--- src/hdl/itoa_pkg.sv ---
// package for the integer to ascii formatter
// types, constants and digit helpers; no dependencies
package itoa_pkg;

  localparam int unsigned MaxPrecisionDef = 32;
  localparam int unsigned ValueW = 64;
  localparam int unsigned NumCells = 22;  // enough digits for 64-bit octal

  localparam logic [1:0] BaseDec  = 2'd0;
  localparam logic [1:0] BaseOct  = 2'd1;
  localparam logic [1:0] BaseHex  = 2'd2;
  localparam logic [1:0] BaseRsvd = 2'd3;  // unused code, treated as decimal

  localparam logic [7:0] ChMinus  = 8'h2d;
  localparam logic [7:0] ChPlus   = 8'h2b;
  localparam logic [7:0] ChBlank  = 8'h20;
  localparam logic [7:0] ChZero   = 8'h30;
  localparam logic [7:0] ChX      = 8'h78;
  localparam logic [7:0] ChUpperA = 8'h41;
  localparam logic [7:0] ChLowerA = 8'h61;

  typedef enum logic [2:0] {
    ST_IDLE, ST_CONV, ST_ALIGN, ST_SIGN, ST_PFX0, ST_PFXX, ST_PAD, ST_DIGIT
  } state_t;

  // ascii for one digit value
  function automatic logic [7:0] digit_char(input logic [3:0] d, input logic upper);
    logic [7:0] r;
    if (d < 4'd10) r = ChZero + {4'd0, d};
    else if (upper) r = ChUpperA + {4'd0, d} - 8'd10;
    else r = ChLowerA + {4'd0, d} - 8'd10;
    return r;
  endfunction

endpackage

--- src/hdl/itoa_cell.sv ---
// one digit cell of the conversion chain
// no dependencies
module itoa_cell (
  input  logic       clk,
  input  logic       clear,
  input  logic       bit_shift,
  input  logic       digit_shift,
  input  logic       dec_mode,
  input  logic       oct_mode,
  input  logic       bit_in,
  input  logic [3:0] digit_in,
  output logic [3:0] digit,
  output logic       carry_out
);

  logic [3:0] adj;

  // decimal digits of 5 and up get 3 added so the doubling carries at ten
  assign adj       = (dec_mode && digit >= 4'd5) ? digit + 4'd3 : digit;
  assign carry_out = oct_mode ? adj[2] : adj[3];

  always_ff @(posedge clk) begin
    if (clear) begin
      digit <= 4'd0;
    end else if (bit_shift) begin
      digit <= oct_mode ? {1'b0, adj[1:0], bit_in} : {adj[2:0], bit_in};
    end else if (digit_shift) begin
      digit <= digit_in;
    end
  end
endmodule

--- src/hdl/itoa_divider.sv ---
// front end of the conversion: holds the magnitude and shifts it into the
// digit chain one bit per cycle, most significant first; depends on itoa_pkg
module itoa_divider (
  input  logic                        clk,
  input  logic                        load,
  input  logic                        shift,
  input  logic [itoa_pkg::ValueW-1:0] load_value,
  output logic                        bit_out,
  output logic                        last_bit
);
  import itoa_pkg::*;

  localparam int unsigned CntW = $clog2(ValueW);

  logic [ValueW-1:0] sreg;
  logic [CntW-1:0]   cnt;

  always_ff @(posedge clk) begin
    if (load) begin
      sreg <= load_value;
      cnt  <= '0;
    end else if (shift) begin
      sreg <= {sreg[ValueW-2:0], 1'b0};
      cnt  <= cnt + 1'b1;
    end
  end

  assign bit_out  = sreg[ValueW-1];
  assign last_bit = (cnt == CntW'(ValueW - 1));
endmodule

--- src/hdl/integer_to_ascii_formatter.sv ---
// integer to ascii formatter, top level
// depends on itoa_pkg, itoa_divider, itoa_cell
//
// One transaction on the slave side carries a 64-bit value with its format
// options; the master side then returns the characters of the formatted
// number, most significant first, tlast on the final one. The magnitude is
// shifted into a row of 22 digit cells one bit per cycle; in decimal every
// cell adds 3 to a digit of 5 or more before each shift, in hex the cells
// are plain 4-bit groups and in octal 3-bit groups. The row is then shifted
// by whole digits to drop leading zeros (at least one digit kept), and the
// output walks the sign, the prefix, the zero pads and the digits at one
// character per cycle while the receiver accepts them. One item is worked
// on at a time: the slave side is ready only while idle, which may overlap
// the wait of the final character in the output register.
module integer_to_ascii_formatter #(
  parameter int unsigned MAX_PRECISION = itoa_pkg::MaxPrecisionDef
) (
  input  logic        clk,
  input  logic        rst,
  input  logic        s_tvalid,
  output logic        s_tready,
  // value[63:0], wide_mode[64], is_signed[65], base_select[67:66],
  // upper_case[68], alt_prefix[69], show_plus[70], plus_as_blank[71],
  // min_digits[77:72], zero fill to 80
  input  logic [79:0] s_tdata,
  output logic        m_tvalid,
  input  logic        m_tready,
  // char_out[7:0]
  output logic [7:0]  m_tdata,
  // last_char
  output logic        m_tlast
);
  import itoa_pkg::*;

  state_t state, state_next;
  state_t after_sign, after_pfx;

  // captured options
  logic [1:0]  bsel;
  logic        upper, alt, nonzero;
  logic [7:0]  sign_ch;
  logic        has_sign;
  logic [5:0]  prec;
  logic [4:0]  ndig;       // digits left in the row
  logic [5:0]  pads;
  logic [5:0]  need;       // sign plus digits

  // input decode
  logic [ValueW-1:0] in_val, in_mag;
  logic        in_wide, in_signed, in_neg;
  logic [1:0]  in_bsel;
  logic [5:0]  in_prec;
  logic        in_dec;

  assign in_wide   = s_tdata[64];
  assign in_signed = s_tdata[65];
  assign in_bsel   = (s_tdata[67:66] == BaseRsvd) ? BaseDec : s_tdata[67:66];
  assign in_dec    = (in_bsel == BaseDec);
  assign in_val    = in_wide ? s_tdata[63:0] : {32'd0, s_tdata[31:0]};
  assign in_neg    = in_signed && (in_wide ? in_val[63] : in_val[31]);
  always_comb begin
    in_mag = in_val;
    if (in_neg) begin
      in_mag = ~in_val + 64'd1;
      if (!in_wide) in_mag[63:32] = 32'd0;
    end
  end
  assign in_prec = (s_tdata[77:72] > 6'(MAX_PRECISION)) ? 6'(MAX_PRECISION)
                                                         : s_tdata[77:72];

  // control strobes
  logic feed_load, feed_shift, feed_bit, feed_last;
  logic chain_clear, bit_shift, digit_shift;
  logic out_free;
  logic m_load;
  logic [7:0] m_char;
  logic m_last;

  // bit feed
  itoa_divider u_feed (
    .clk(clk), .load(feed_load), .shift(feed_shift), .load_value(in_mag),
    .bit_out(feed_bit), .last_bit(feed_last)
  );

  // digit chain: cell 0 is the least significant end, the top cell is read
  logic [3:0] cell_d [NumCells];
  logic       cell_c [NumCells];
  logic [3:0] cell_top;
  logic       dec_mode, oct_mode;

  assign dec_mode = (bsel == BaseDec);
  assign oct_mode = (bsel == BaseOct);

  for (genvar i = 0; i < NumCells; i++) begin : g_cell
    logic       b_in;
    logic [3:0] d_in;
    if (i == 0) begin : g_low
      assign b_in = feed_bit;
      assign d_in = 4'd0;
    end else begin : g_up
      assign b_in = cell_c[i-1];
      assign d_in = cell_d[i-1];
    end
    itoa_cell u_cell (
      .clk(clk), .clear(chain_clear), .bit_shift(bit_shift),
      .digit_shift(digit_shift), .dec_mode(dec_mode), .oct_mode(oct_mode),
      .bit_in(b_in), .digit_in(d_in), .digit(cell_d[i]), .carry_out(cell_c[i])
    );
  end

  assign cell_top = cell_d[NumCells-1];

  // output sequencing
  assign out_free   = !m_tvalid || m_tready;
  assign after_pfx  = (pads != 6'd0) ? ST_PAD : ST_DIGIT;
  assign after_sign = (alt && (bsel == BaseHex || (bsel == BaseOct && nonzero)))
                      ? ST_PFX0 : after_pfx;
  assign need       = {1'b0, ndig} + {5'd0, has_sign};

  always_comb begin
    state_next  = state;
    feed_load   = 1'b0;
    feed_shift  = 1'b0;
    chain_clear = 1'b0;
    bit_shift   = 1'b0;
    digit_shift = 1'b0;
    m_load      = 1'b0;
    m_char      = ChZero;
    m_last      = 1'b0;
    unique case (state)
      ST_IDLE: begin
        if (s_tvalid) begin
          feed_load   = 1'b1;
          chain_clear = 1'b1;
          state_next  = ST_CONV;
        end
      end
      ST_CONV: begin
        feed_shift = 1'b1;
        bit_shift  = 1'b1;
        if (feed_last) state_next = ST_ALIGN;
      end
      ST_ALIGN: begin
        // drop leading zero digits, keep at least one
        if (cell_top == 4'd0 && ndig > 5'd1) begin
          digit_shift = 1'b1;
        end else begin
          state_next = ST_SIGN;
        end
      end
      ST_SIGN: begin
        if (!has_sign || out_free) begin
          m_load     = has_sign;
          m_char     = sign_ch;
          state_next = after_sign;
        end
      end
      ST_PFX0: begin
        if (out_free) begin
          m_load     = 1'b1;
          m_char     = ChZero;
          state_next = (bsel == BaseHex) ? ST_PFXX : after_pfx;
        end
      end
      ST_PFXX: begin
        if (out_free) begin
          m_load     = 1'b1;
          m_char     = ChX;
          state_next = after_pfx;
        end
      end
      ST_PAD: begin
        if (out_free) begin
          m_load = 1'b1;
          m_char = ChZero;
          if (pads == 6'd1) state_next = ST_DIGIT;
        end
      end
      ST_DIGIT: begin
        if (out_free) begin
          m_load      = 1'b1;
          m_char      = digit_char(cell_top, upper);
          digit_shift = 1'b1;
          if (ndig == 5'd1) begin
            m_last     = 1'b1;
            state_next = ST_IDLE;
          end
        end
      end
    endcase
  end

  // state and output valid
  always_ff @(posedge clk) begin
    if (rst) begin
      state <= ST_IDLE;
      m_tvalid <= 1'b0;
    end else begin
      state <= state_next;
      if (m_load) m_tvalid <= 1'b1;
      else if (m_tready) m_tvalid <= 1'b0;
    end
  end

  // captured options and counters
  always_ff @(posedge clk) begin
    if (state == ST_IDLE && s_tvalid) begin
      bsel     <= in_bsel;
      upper    <= s_tdata[68];
      alt      <= s_tdata[69];
      nonzero  <= (in_val != '0);
      prec     <= in_prec;
      ndig     <= 5'(NumCells);
      has_sign <= in_neg || (in_dec && (s_tdata[70] || s_tdata[71]));
      sign_ch  <= in_neg ? ChMinus : s_tdata[70] ? ChPlus : ChBlank;
    end else if (digit_shift) begin
      ndig <= ndig - 5'd1;
    end
    // pads counted against sign plus digits
    if (state == ST_ALIGN && !digit_shift) begin
      pads <= (prec > need) ? prec - need : 6'd0;
    end else if (m_load && state == ST_PAD) begin
      pads <= pads - 6'd1;
    end
  end

  always_ff @(posedge clk) begin
    if (m_load) begin
      m_tdata <= m_char;
      m_tlast <= m_last;
    end
  end

  assign s_tready = (state == ST_IDLE);

`ifndef ASSERT_OFF
  a_no_accept_busy: assert property (@(posedge clk) disable iff (rst)
    (state != ST_IDLE) |-> !s_tready) else $error("accept while busy");
  a_out_hold: assert property (@(posedge clk) disable iff (rst)
    (m_tvalid && !m_tready) |=> (m_tvalid && $stable(m_tdata) && $stable(m_tlast)))
    else $error("output changed while waiting");
  a_chain_no_overflow: assert property (@(posedge clk) disable iff (rst)
    bit_shift |-> !cell_c[NumCells-1]) else $error("digit chain overflow");
  a_digit_count: assert property (@(posedge clk) disable iff (rst)
    (state == ST_DIGIT) |-> (ndig != 5'd0)) else $error("digit count empty");
`endif
endmodule
--- config.mk ---
export PLATFORM = sky130hd
export DESIGN_NAME = integer_to_ascii_formatter
export DESIGN_NICKNAME = d
export VERILOG_FILES = /design/src/hdl/itoa_pkg.sv /design/src/hdl/itoa_cell.sv /design/src/hdl/itoa_divider.sv /design/src/hdl/integer_to_ascii_formatter.sv
export SDC_FILE = /design/constraint.sdc
export NUM_CORES = 1
export LEC_CHECK = 0
export BUFFER_PORTS_ARGS = -buffer_cell sky130_fd_sc_hd__buf_2
export CORE_UTILIZATION = 45
export CTS_CLUSTER_SIZE = 25
export DETAILED_ROUTE_END_ITERATION = 12
export PLACE_DENSITY_LB_ADDON = 0.1
export SLEW_MARGIN = 25
export SYNTH_ARGS = -nofsm -noshare
export SYNTH_HDL_FRONTEND = slang
export SYNTH_SLANG_ARGS = --single-unit
--- constraint.sdc ---
create_clock -name clk -period 9.28 [get_ports clk]
set_input_delay 1.856 -clock clk [delete_from_list [all_inputs] [get_ports clk]]
set_output_delay 1.856 -clock clk [all_outputs]
set_load 0.05 [all_outputs]
==> results of run 1 <==
-- power by group --
group / internal (µW) / total [µW] / leakage [µW] / switching, µW
combinational: 713 / 1900 / 0.00297 / 1190
clock: 388 / 762 / 0.000294 / 374
sequential: 1360 / 1640 / 0.00175 / 275
total: 2460 / 4300 / 0.00502 / 1840
-- cell type report --
cell class              instances  share of cell area, %
clock buffers                  18                   3.12
clock inverters                14                   1.01
inverters                      66                   1.77
multi-input cells            1141                   52.4
flip-flops and latches        196                   34.5
well taps                     378                   3.36
repair buffers                103                   3.87
-- through the flow --
stage	hold slack, ns	setup WS [ns]	util, %	total power (µW)
4_1_cts	0.478	4.88	50.4	4340
2_1_floorplan	0.449	4.87	-	3070
3_5_place_dp	0.468	4.42	48.3	3560
6_report	0.476	4.95	50.4	4300
3_3_place_gp	0.460	4.49	48.3	3530
5_1_grt	0.497	4.77	50.4	4660
-- worst max-delay path, cell delays in order --
cell and delay (ns):
buf_2 0.11, or4_1 0.62, or4_1 0.60, nor4_2 0.76, a31oi_1 0.22, xnor2_1 0.24, o21ai_1 0.09
-- flip-flops by register name, indices dropped and copies added (netlist names) --
| register | count |
|---|---|
| ndig | 5 |
| has_sign | 1 |
| u_feed.sreg | 64 |
| state | 3 |
| m_tdata | 7 |
| nonzero | 1 |
| prec | 6 |
| alt | 1 |
| u_feed.cnt | 6 |
| m_tvalid | 1 |
| upper | 1 |
| g_cell.u_cell.digit | 88 |
| pads | 6 |
| m_tlast | 1 |
| bsel | 2 |
| sign_ch | 3 |
-- kinds of logic after synthesis --
kind of cell	Yosys count	share of synthesized area [%]
buf+inv	164	4.86
mux	45	3.53
compound gates	475	23.1
xor+xnor	119	8.13
other cells	1	0.0292
simple gates	437	16.2
flops	196	37.9
fa+ha+maj	64	6.30
-- final timing paths --
path	from	end	slack [ns]	cells after the start
max	s_tdata[12]	u_feed.sreg[56]$_DFFE_PP_	4.95	7
min	u_feed.cnt[1]$_SDFFE_PP0P_	u_feed.cnt[1]$_SDFFE_PP0P_	0.48	2
min reg2reg	u_feed.cnt[1]$_SDFFE_PP0P_	u_feed.cnt[1]$_SDFFE_PP0P_	0.48	2
max reg2reg	state[2]$_SDFFE_PP0P_	u_feed.sreg[51]$_DFFE_PP_	5.77	5
-- cell usage after synthesis, types with 3 or more instances --
master	n
or4_1	13
a21oi_1	89
o31ai_1	30
buf_1	6
a221oi_1	5
nor2b_1	14
ha_1	63
o22ai_1	4
clkbuf_1	88
a21o_1	3
xor2_1	42
nand3_1	20
buf_2	3
inv_1	64
and2_1	3
a221o_1	8
nand2_1	133
o211ai_1	3
o21a_1	23
o21ai_1	89
nor2_1	122
nand4_1	8
a31oi_1	15
and3_1	8
o41ai_1	16
xnor2_1	77
edfxtp_1	93
nand2b_1	29
or3_1	5
a211oi_1	70
o21bai_1	5
a22o_1	10
dfxtp_1	103
nor3_1	35
nor4_1	36
mux2i_1	43
o21ai_0	89
-- layer usage --
metal | global-route usage, % | up-vias | part of all wire (%)
li1 | - | 5504 | -
met1 | 31.4 | 5234 | 49
met2 | 36.5 | 274 | 46
met3 | 3.79 | 32 | 4.6
met4 | 5.43 | 0 | 1.1
met5 | 0 | - | 0
==> run metrics, run 1 <==
outcome finished, final reports clean; Cell Area, Placed 0.0135 mm²; Via density 5.76; hold_buf cts 0; worst setup path class primary input to register; post_cts resized 0; Nets 1673; pwr dens 305 mW/mm²; first-pass GRT wire length 53000 µm; fmax 0.231 GHz; Residual DRC 0; Seq/Total Area, Yosys 37.9%; 1st-iter DRT viols approximately 830; endpoint class of the critical path register; ratio of cells with drive above 1 in the final layout 9.95%; Die Span X 171 µm; Yosys warning total 0; CTS max path bufs 2; share of the synthesized area in the top cell type 21.8%; worst min path class register to register; top cells by area, synth edfxtp_1, dfxtp_1, ha_1, xnor2_1, a211oi_1; ys async rst share 0%; fin crit share 46.7%; cts bufs inserted 17; static leakage 0.00502 µW; worst-margin pin slew about 0.98 ns; CP Launch Type primary input; Initial Util ~46%; initial antenna violation count 0; Via Count 11044; Core Area around 0.028 mm²; CTS H-tree depth 4; total I/O pin count 95; Root Driver clkbuf_16; largest net degree at the start of global routing 87; routed len/inst 16.6 µm; Worst-Skew Late Latency 0.45 ns; TritonRoute pass-1 iters 5; most frequent cells in the layout nand2_1, nor2_1, dfxtp_1, edfxtp_1, buf_2; Final setup viols 0; Worst Path Arrival 4.50 ns; Synth Cell Area 0.0128 mm²; minimum clock period 4.33 ns; most common cell after layout, fill and taps aside nand2_1; Detail Placement HPWL about 20000 µm; Clk pin slew, worst setup/hold paths ~0.070 ns; Main synth FF type dfxtp_1; port bufs 91; Critical Path RT 9.45 ns; Routed WL 31900 µm; Post-DRT Antenna Nets 0; syn_area_per_cell around 8.5 µm²; Syn Inst Count 1501; crit-path max FO 8; routability cong. 0.902; number of synthesized flops with an enable pin 93; fill cell total of the finished layout approximately 2800; Finished Cell Area 0.0141 mm²; fin. max-slew vios 0; Final Non-Filler Cells roughly 1900; Total GRT Usage 22.6%; Hold Fails Final Rpt 0; post-synthesis net count approximately 1600; Fin Setup TNS 0 ns; #FFs+latches synth 196; Cell variety after synth 65; Sink Count 196; area leader, netlist edfxtp_1; Max-cap violations 0; placed cell count 1884; row count 61; worst-case vdd ir drop between 0.15 and 0.2 mV; unrepaired setup endpoints after global routing no; GRT overflow 0; diode count 0; die area 0.0292 mm²; Multi-input gate area 0.00738 mm²; Post-CTS Setup Inserts 0; vias in the first global route 10469; register area 0.00485 mm²; die height 171 µm; CTS tree built; relative slew slack between 30% and 40%; Area Growth Syn to Fin 9.84%; Layout Skew 0.0138 ns
No activity file was read; power rests on OpenSTA's default activity.
==> run 2, diff against run 1 <==
==> constraint.sdc (replaced) <==
create_clock -name clk -period 3.67 [get_ports clk]
set_input_delay 0.734 -clock clk [delete_from_list [all_inputs] [get_ports clk]]
set_output_delay 0.734 -clock clk [all_outputs]
set_load 0.05 [all_outputs]
==> run 2 against run 1 <==
Non-clock buffer count up 19. Clock skew up 0.0053 ns. Clock power up 150%. Worst setup slack worse by 4.3 ns. Sequential power rose to 2.5 times the previous value. Register-to-register slack worse by 5.0 ns. Hold slack worse by 0.0046 ns. Clock-buffer cell count up 1. Critical endpoint is now u_feed.sreg[52]$_DFFE_PP_.
==> run metrics, run 2 (synthesis gave the netlist of run 1 again) <==
most frequent cells in the layout nand2_1, nor2_1, dfxtp_1, edfxtp_1, buf_2; worst min path class primary input to register; ratio of cells with drive above 1 in the final layout 11.0% (+1.1 points); worst-case vdd ir drop 0.438 mV (+170%); critical path, cell by cell buf_2, or4_4, or4_1, or3_1, o41ai_2, xor2_1, o21ai_1; CTS H-tree depth 4 (unchanged); Hold Fails Final Rpt 0 (unchanged); Worst Path Buf+Inv 1 (unchanged); hold_buf cts 0 (unchanged); worst setup path class primary input to register; cts bufs inserted 17 (unchanged); pwr dens 766 mW/mm² (+150%); crit-path max FO 7 (-1); CTS tree built; Critical Path RT 3.85 ns (-5.60 ns); die area 0.0292 mm² (unchanged); die height 171 µm (unchanged); delay-heaviest family, CP simple AND/OR/NAND/NOR gates; largest net degree at the start of global routing 81 (-6.9%); worst-margin pin slew 0.964 ns (-0.0192 ns); minimum clock period a little over 3 ns; GRT overflow 0 (unchanged); crit-path max cell delay 0.57 ns (-0.19 ns); diode count 0 (unchanged); Worst Path Arrival 3.20 ns (-1.30 ns); Largest register FFs 88 (unchanged); Area Growth Syn to Fin 11.1%; Nets 1692 (+1.1%); Post-DRT Antenna Nets 0 (unchanged); Initial Util 45.9% (unchanged); outcome finished, final reports clean; Total GRT Usage 22.7% (+0.11 points); endpoint class of the critical path register; Root Driver clkbuf_16; row count 61 (unchanged); Critical-path top delay cell or4_4; initial antenna violation count 0 (unchanged); Final setup viols 0 (unchanged); vias in the first global route 10433 (-0.34%); Routed WL 32100 µm (+0.62%); placed cell count 1903 (+1.0%); Die Span X 171 µm (unchanged); fin. max-slew vios 0 (unchanged); Detail Placement HPWL 21800 µm (+6.7%); Core Util, Final 51.0% (+0.58 points); Core Area 0.0279 mm² (unchanged); static leakage 0.00511 µW (+1.8%); Worst-Skew Late Latency 0.44 ns (about the same); fin crit share 82.2%; CTS max path bufs 2 (unchanged); Tot Pwr 10900 µW (+150%); Largest Register g_cell.u_cell.digit; Sink Count 196 (unchanged); post_cts resized 0 (unchanged); total I/O pin count 95 (unchanged); Via density 5.69 (-1.2%); Max-cap violations 0 (unchanged); Post-CTS Setup Inserts 0 (unchanged); top flop regs g_cell.u_cell.digit: 88 flops, u_feed.sreg: 64 flops, m_tdata: 7 flops; 1st-iter DRT viols 718 (-13%); Layout Skew 0.0191 ns (+0.00526 ns); unrepaired setup endpoints after global routing no; most common cell after layout, fill and taps aside nand2_1; relative slew slack 35.7% (+1.3 points); Fin Setup TNS 0 ns (unchanged); fmax 0.331 GHz; first-pass GRT wire length 53300 µm (+0.56%); Hold Slack 0.472 ns (-0.00457 ns); Final Non-Filler Cells 1935 (+0.99%); Clk pin slew, worst setup/hold paths 0.08 ns (about the same); routed len/inst 16.6 µm (-0.37%); routability cong. 0.925 (+2.7%); port bufs 91 (unchanged); Residual DRC 0 (unchanged); TritonRoute pass-1 iters 7 (+2); Via Count 11017 (-0.24%); CP Launch Type primary input
==> run 2: changes by cell type in the layout (fill, tap and decap cells not counted), moves of 2 or more <==
cell    delta
inv_6      +5
inv_4      -5
buf_12     +2
buf_4     +17
==> run 2: through the flow <==
stage | instance area (µm²) | worst slack, ns
after floorplan | 12800 | 0.486
after global placement | 13700 | 0.222
after detailed placement | 13700 | 0.210
after CTS | 14200 | 0.698
after global routing | 14200 | 0.507
final | 14200 | 0.653
==> run 2: routing by layer <==
layer	vias up	track usage, %	part of all wire [%]	routed length (µm)
met2	248	37.0	45	14600
met1	5177	31.6	49	15900
met4	0	6.06	1.5	480
li1	5558	-	-	-
met5	-	0	0	0
met3	34	2.91	3.7	1170
==> run 2: path summary, 6_finish.rpt <==
path / start / endpoint / slack, ns / cells past startpoint
min: s_tdata[68] / upper$_DFFE_PP_ / 0.47 / 1
max: s_tdata[7] / u_feed.sreg[52]$_DFFE_PP_ / 0.65 / 7
max reg2reg: g_cell[21].u_cell.digit[1]$_SDFFE_PP0P_ / g_cell[8].u_cell.digit[3]$_SDFFE_PP0P_ / 0.78 / 9
min reg2reg: u_feed.cnt[1]$_SDFFE_PP0P_ / u_feed.cnt[1]$_SDFFE_PP0P_ / 0.49 / 2
==> run 2: power by group <==
part | switching [µW] | internal (µW) | leakage [µW]
registers | 699 | 3430 | 0.00175
clock network | 946 | 928 | 0.000281
logic | 3030 | 1870 | 0.00307
total | 4680 | 6230 | 0.00511
==> run 2: worst register-to-register path, stage by stage (launching register included) <==
cell and delay (ns):
dfxtp_1 0.37, inv_1 0.19, ha_1 0.17, or4b_1 0.45, a211oi_1 0.47, nor2_2 0.19
nand2_1 0.41, buf_4 0.32, o21ai_0 0.10, a21oi_1 0.15
==> run 2: layout make-up <==
cell class                      instances  area, µm²
Fill cell                            2703      13700
Multi-Input combinational cell       1141       7380
Sequential cell                       196       4850
Timing Repair Buffer                  122        713
Tap cell                              378        473
Clock buffer                           19        443
Inverter                               66        249
Clock inverter                         13        135
==> run 3, diff against run 2 <==
--- a/config.mk
+++ b/config.mk
@@ -5,6 +5,7 @@
 export SDC_FILE = /design/constraint.sdc
 export NUM_CORES = 1
 export LEC_CHECK = 0
+export ABC_AREA = 1
 export BUFFER_PORTS_ARGS = -buffer_cell sky130_fd_sc_hd__buf_2
 export CORE_UTILIZATION = 45
 export CTS_CLUSTER_SIZE = 25
==> constraint.sdc (replaced) <==
create_clock -name clk -period 3 [get_ports clk]
set_input_delay 0.6 -clock clk [delete_from_list [all_inputs] [get_ports clk]]
set_output_delay 0.6 -clock clk [all_outputs]
set_load 0.05 [all_outputs]
==> run 3 against run 2 <==
Total power increased by 24%. Hold slack got worse by 0.15 ns. Register-to-register slack got worse by 0.37 ns. Via count increased by 18%. Synthesized cell count increased by 35%. Clock-buffer cell count increased by 2. Final cell count increased by 28%. Core utilization decreased by 0.54 points. First-iteration DRC count increased by 44%. Non-clock buffer count decreased by 8.
==> run metrics, run 3 <==
Via Count 12975 (+18%); most common cell in the synthesized netlist nand2_1; #FFs+latches synth 196 (unchanged); Final setup viols 0 (unchanged); most common cell after layout, fill and taps aside nand2_1; top cells by area, synth edfxtp_1, dfxtp_1, nand2_1, o21ai_0, inv_1; worst-margin pin slew 0.828 ns (-0.136 ns); Cell Area, Placed 0.0145 mm² (+5.9%); fin crit share 86.3%; CTS H-tree depth 4 (unchanged); area leader, netlist edfxtp_1; Area Growth Syn to Fin 9.77%; static leakage 0.00681 µW (+33%); die area 0.0311 mm² (+6.7%); Nets 2219 (+31%); Cell variety after synth 45 (-31%); total I/O pin count 95 (unchanged); Sink Count 196 (unchanged); fmax 0.386 GHz; most frequent cells in the layout nand2_1, o21ai_0, inv_1, nor2_1, a21oi_1; hold_buf cts 0 (unchanged); Worst-Skew Late Latency 0.45 ns (about the same); Syn Inst Count 2022 (+35%); post_cts resized 0 (unchanged); Layout Skew 0.0125 ns (-0.00662 ns); Post-CTS Setup Inserts 0 (unchanged); diode count 0 (unchanged); CTS tree built; worst-case vdd ir drop 0.937 mV (+110%); worst min path class primary input to register; outcome finished, final reports clean; Root Driver clkbuf_16; cts bufs inserted 17 (unchanged); Total GRT Usage 23.4% (+0.68 points); vias in the first global route 11800 (+13%); Fin Setup TNS 0 ns (unchanged); Routed WL 35600 µm (+11%); Largest Register g_cell.u_cell.digit; Critical Path RT 3.18 ns (-0.67 ns); Yosys warning total 0 (unchanged); fin. max-slew vios 0 (unchanged); post-synthesis net count 2170 (+32%); crit-path max FO 5 (-2); Detail Placement HPWL 24300 µm (+12%); Main synth FF type dfxtp_1; unrepaired setup endpoints after global routing no; minimum clock period 2.59 ns; top flop regs g_cell.u_cell.digit: 88 flops, u_feed.sreg: 64 flops, m_tdata: 7 flops; Synth Cell Area 0.0137 mm² (+6.8%); relative slew slack 44.8% (+9.1 points); Finished Cell Area 0.0150 mm² (+5.5%); Clk pin slew, worst setup/hold paths 0.07 ns (about the same); CTS max path bufs 2 (unchanged); number of synthesized flops with an enable pin 93 (unchanged); Largest register FFs 88 (unchanged); CP Launch Type register; Post-DRT Antenna Nets 0 (unchanged); Core Area 0.0298 mm² (+6.7%); Initial Util 46.0% (+0.067 points); Max-cap violations 0 (unchanged); Via density 5.24 (-7.9%); GRT overflow 0 (unchanged); initial antenna violation count 0 (unchanged); syn_area_per_cell 6.78 µm² (-21%); Commonest cells post-synth nand2_1, o21ai_0, inv_1; Residual DRC 0 (unchanged); Tot Pwr 13500 µW (+24%); routed len/inst 14.4 µm (-13%); worst setup path class register to register; ratio of cells with drive above 1 in the final layout 8.06% (-3.0 points); ys async rst share 0% (unchanged); Die Span X 176 µm (+3.3%); die height 176 µm (+3.3%); pwr dens 900 mW/mm² (+18%); port bufs 91 (unchanged); routability cong. 0.966 (+4.3%); 1st-iter DRT viols 1034 (+44%); TritonRoute pass-1 iters 6 (-1); Worst Path Arrival 2.77 ns (-0.43 ns); Seq/Total Area, Yosys 35.4% (-2.4 points); endpoint class of the critical path register; Hold Fails Final Rpt 0 (unchanged); first-pass GRT wire length 58800 µm (+10%); largest net degree at the start of global routing 128 (+58%); row count 63 (+3.3%); share of the synthesized area in the top cell type 20.4% (-1.4 points)
## run 3: cell types whose count changed in the layout (fill, tap and decap cells not counted), sizes merged, moves of 19 or more
cell	change
nand2	+378
inv	+171
o21ai	+121
nand3	+102
nor2	+93
a211oi	-69
xnor2	-62
mux2i	-43
a21oi	+41
nor4	-37
nand2b	-29
o31ai	-28
o21a	-22
nor3	-19
## run 3: final cells by class
cell class | instances | area (µm²)
fillers | 3072 | 14800
multi-input cells | 1499 | 7540
flip-flops and latches | 196 | 4850
inverters | 243 | 916
repair buffers | 114 | 678
well taps | 390 | 488
clock buffers | 21 | 462
clock inverters | 11 | 100
## run 3: report_power, final
part	total, µW	internal [µW]	switching, µW
clock network	2260	1200	1060
logic	6390	2050	4350
registers	4880	4220	668
## run 3: metrics by stage
| stage | util [%] | std cells | setup WS [ns] | hold slack (ns) |
|---|---|---|---|---|
| after floorplan | - | 2022 | 0.399 | 0.453 |
| after global placement | 48.6 | 2442 | 0.442 | 0.467 |
| after detailed placement | 48.6 | 2442 | 0.417 | 0.471 |
| after CTS | 50.5 | 2474 | 0.391 | 0.295 |
| after global routing | 50.5 | 2474 | 0.154 | 0.314 |
| final | 50.5 | 2474 | 0.411 | 0.317 |
## run 3: worst paths after layout
kind                                               start                                      to  slack, ns  depth (start not counted)
setup / recovery                      has_sign$_DFFE_PP_                       pads[2]$_DFFE_PP_       0.41                         12
setup reg to reg                      has_sign$_DFFE_PP_                       pads[2]$_DFFE_PP_       0.41                         12
hold / removal                                       rst                   state[1]$_SDFFE_PP0P_       0.32                          2
hold reg to reg   g_cell[0].u_cell.digit[1]$_SDFFE_PP0P_  g_cell[0].u_cell.digit[1]$_SDFFE_PP0P_       0.48                          2
## run 3: cells by family (layout without fill, tap and decap cells)
group	count (synthesis)	after routing	synth area share, %
and+or+nand+nor	899	899	27.0
AOI/OAI and AO/OA	476	476	18.2
buffers and inverters	327	389	9.67
DFF	196	196	35.4
adders and majority gates	64	64	5.90
xor gates and xnor gates	59	59	3.77
other	1	1	0.0274
## run 3: layer usage
layer	vias up	global-route usage, %	routed length, µm
met5	-	0	0
met4	0	7.58	643
met3	47	3.27	1580
met2	342	37.9	16200
met1	5851	32.0	17100
li1	6735	-	-
## run 3: critical path: stages, from the launching register on
cell      delay (ns)
edfxtp_1        0.46
ha_1            0.24
ha_1            0.21
xnor2_1         0.14
ha_1            0.35
nand2_1         0.11
nor2_1          0.04
nor3_1          0.22
o21ai_0         0.20
nand2_1         0.16
nor2_1          0.06
nand2_1         0.06
o21ai_0         0.09
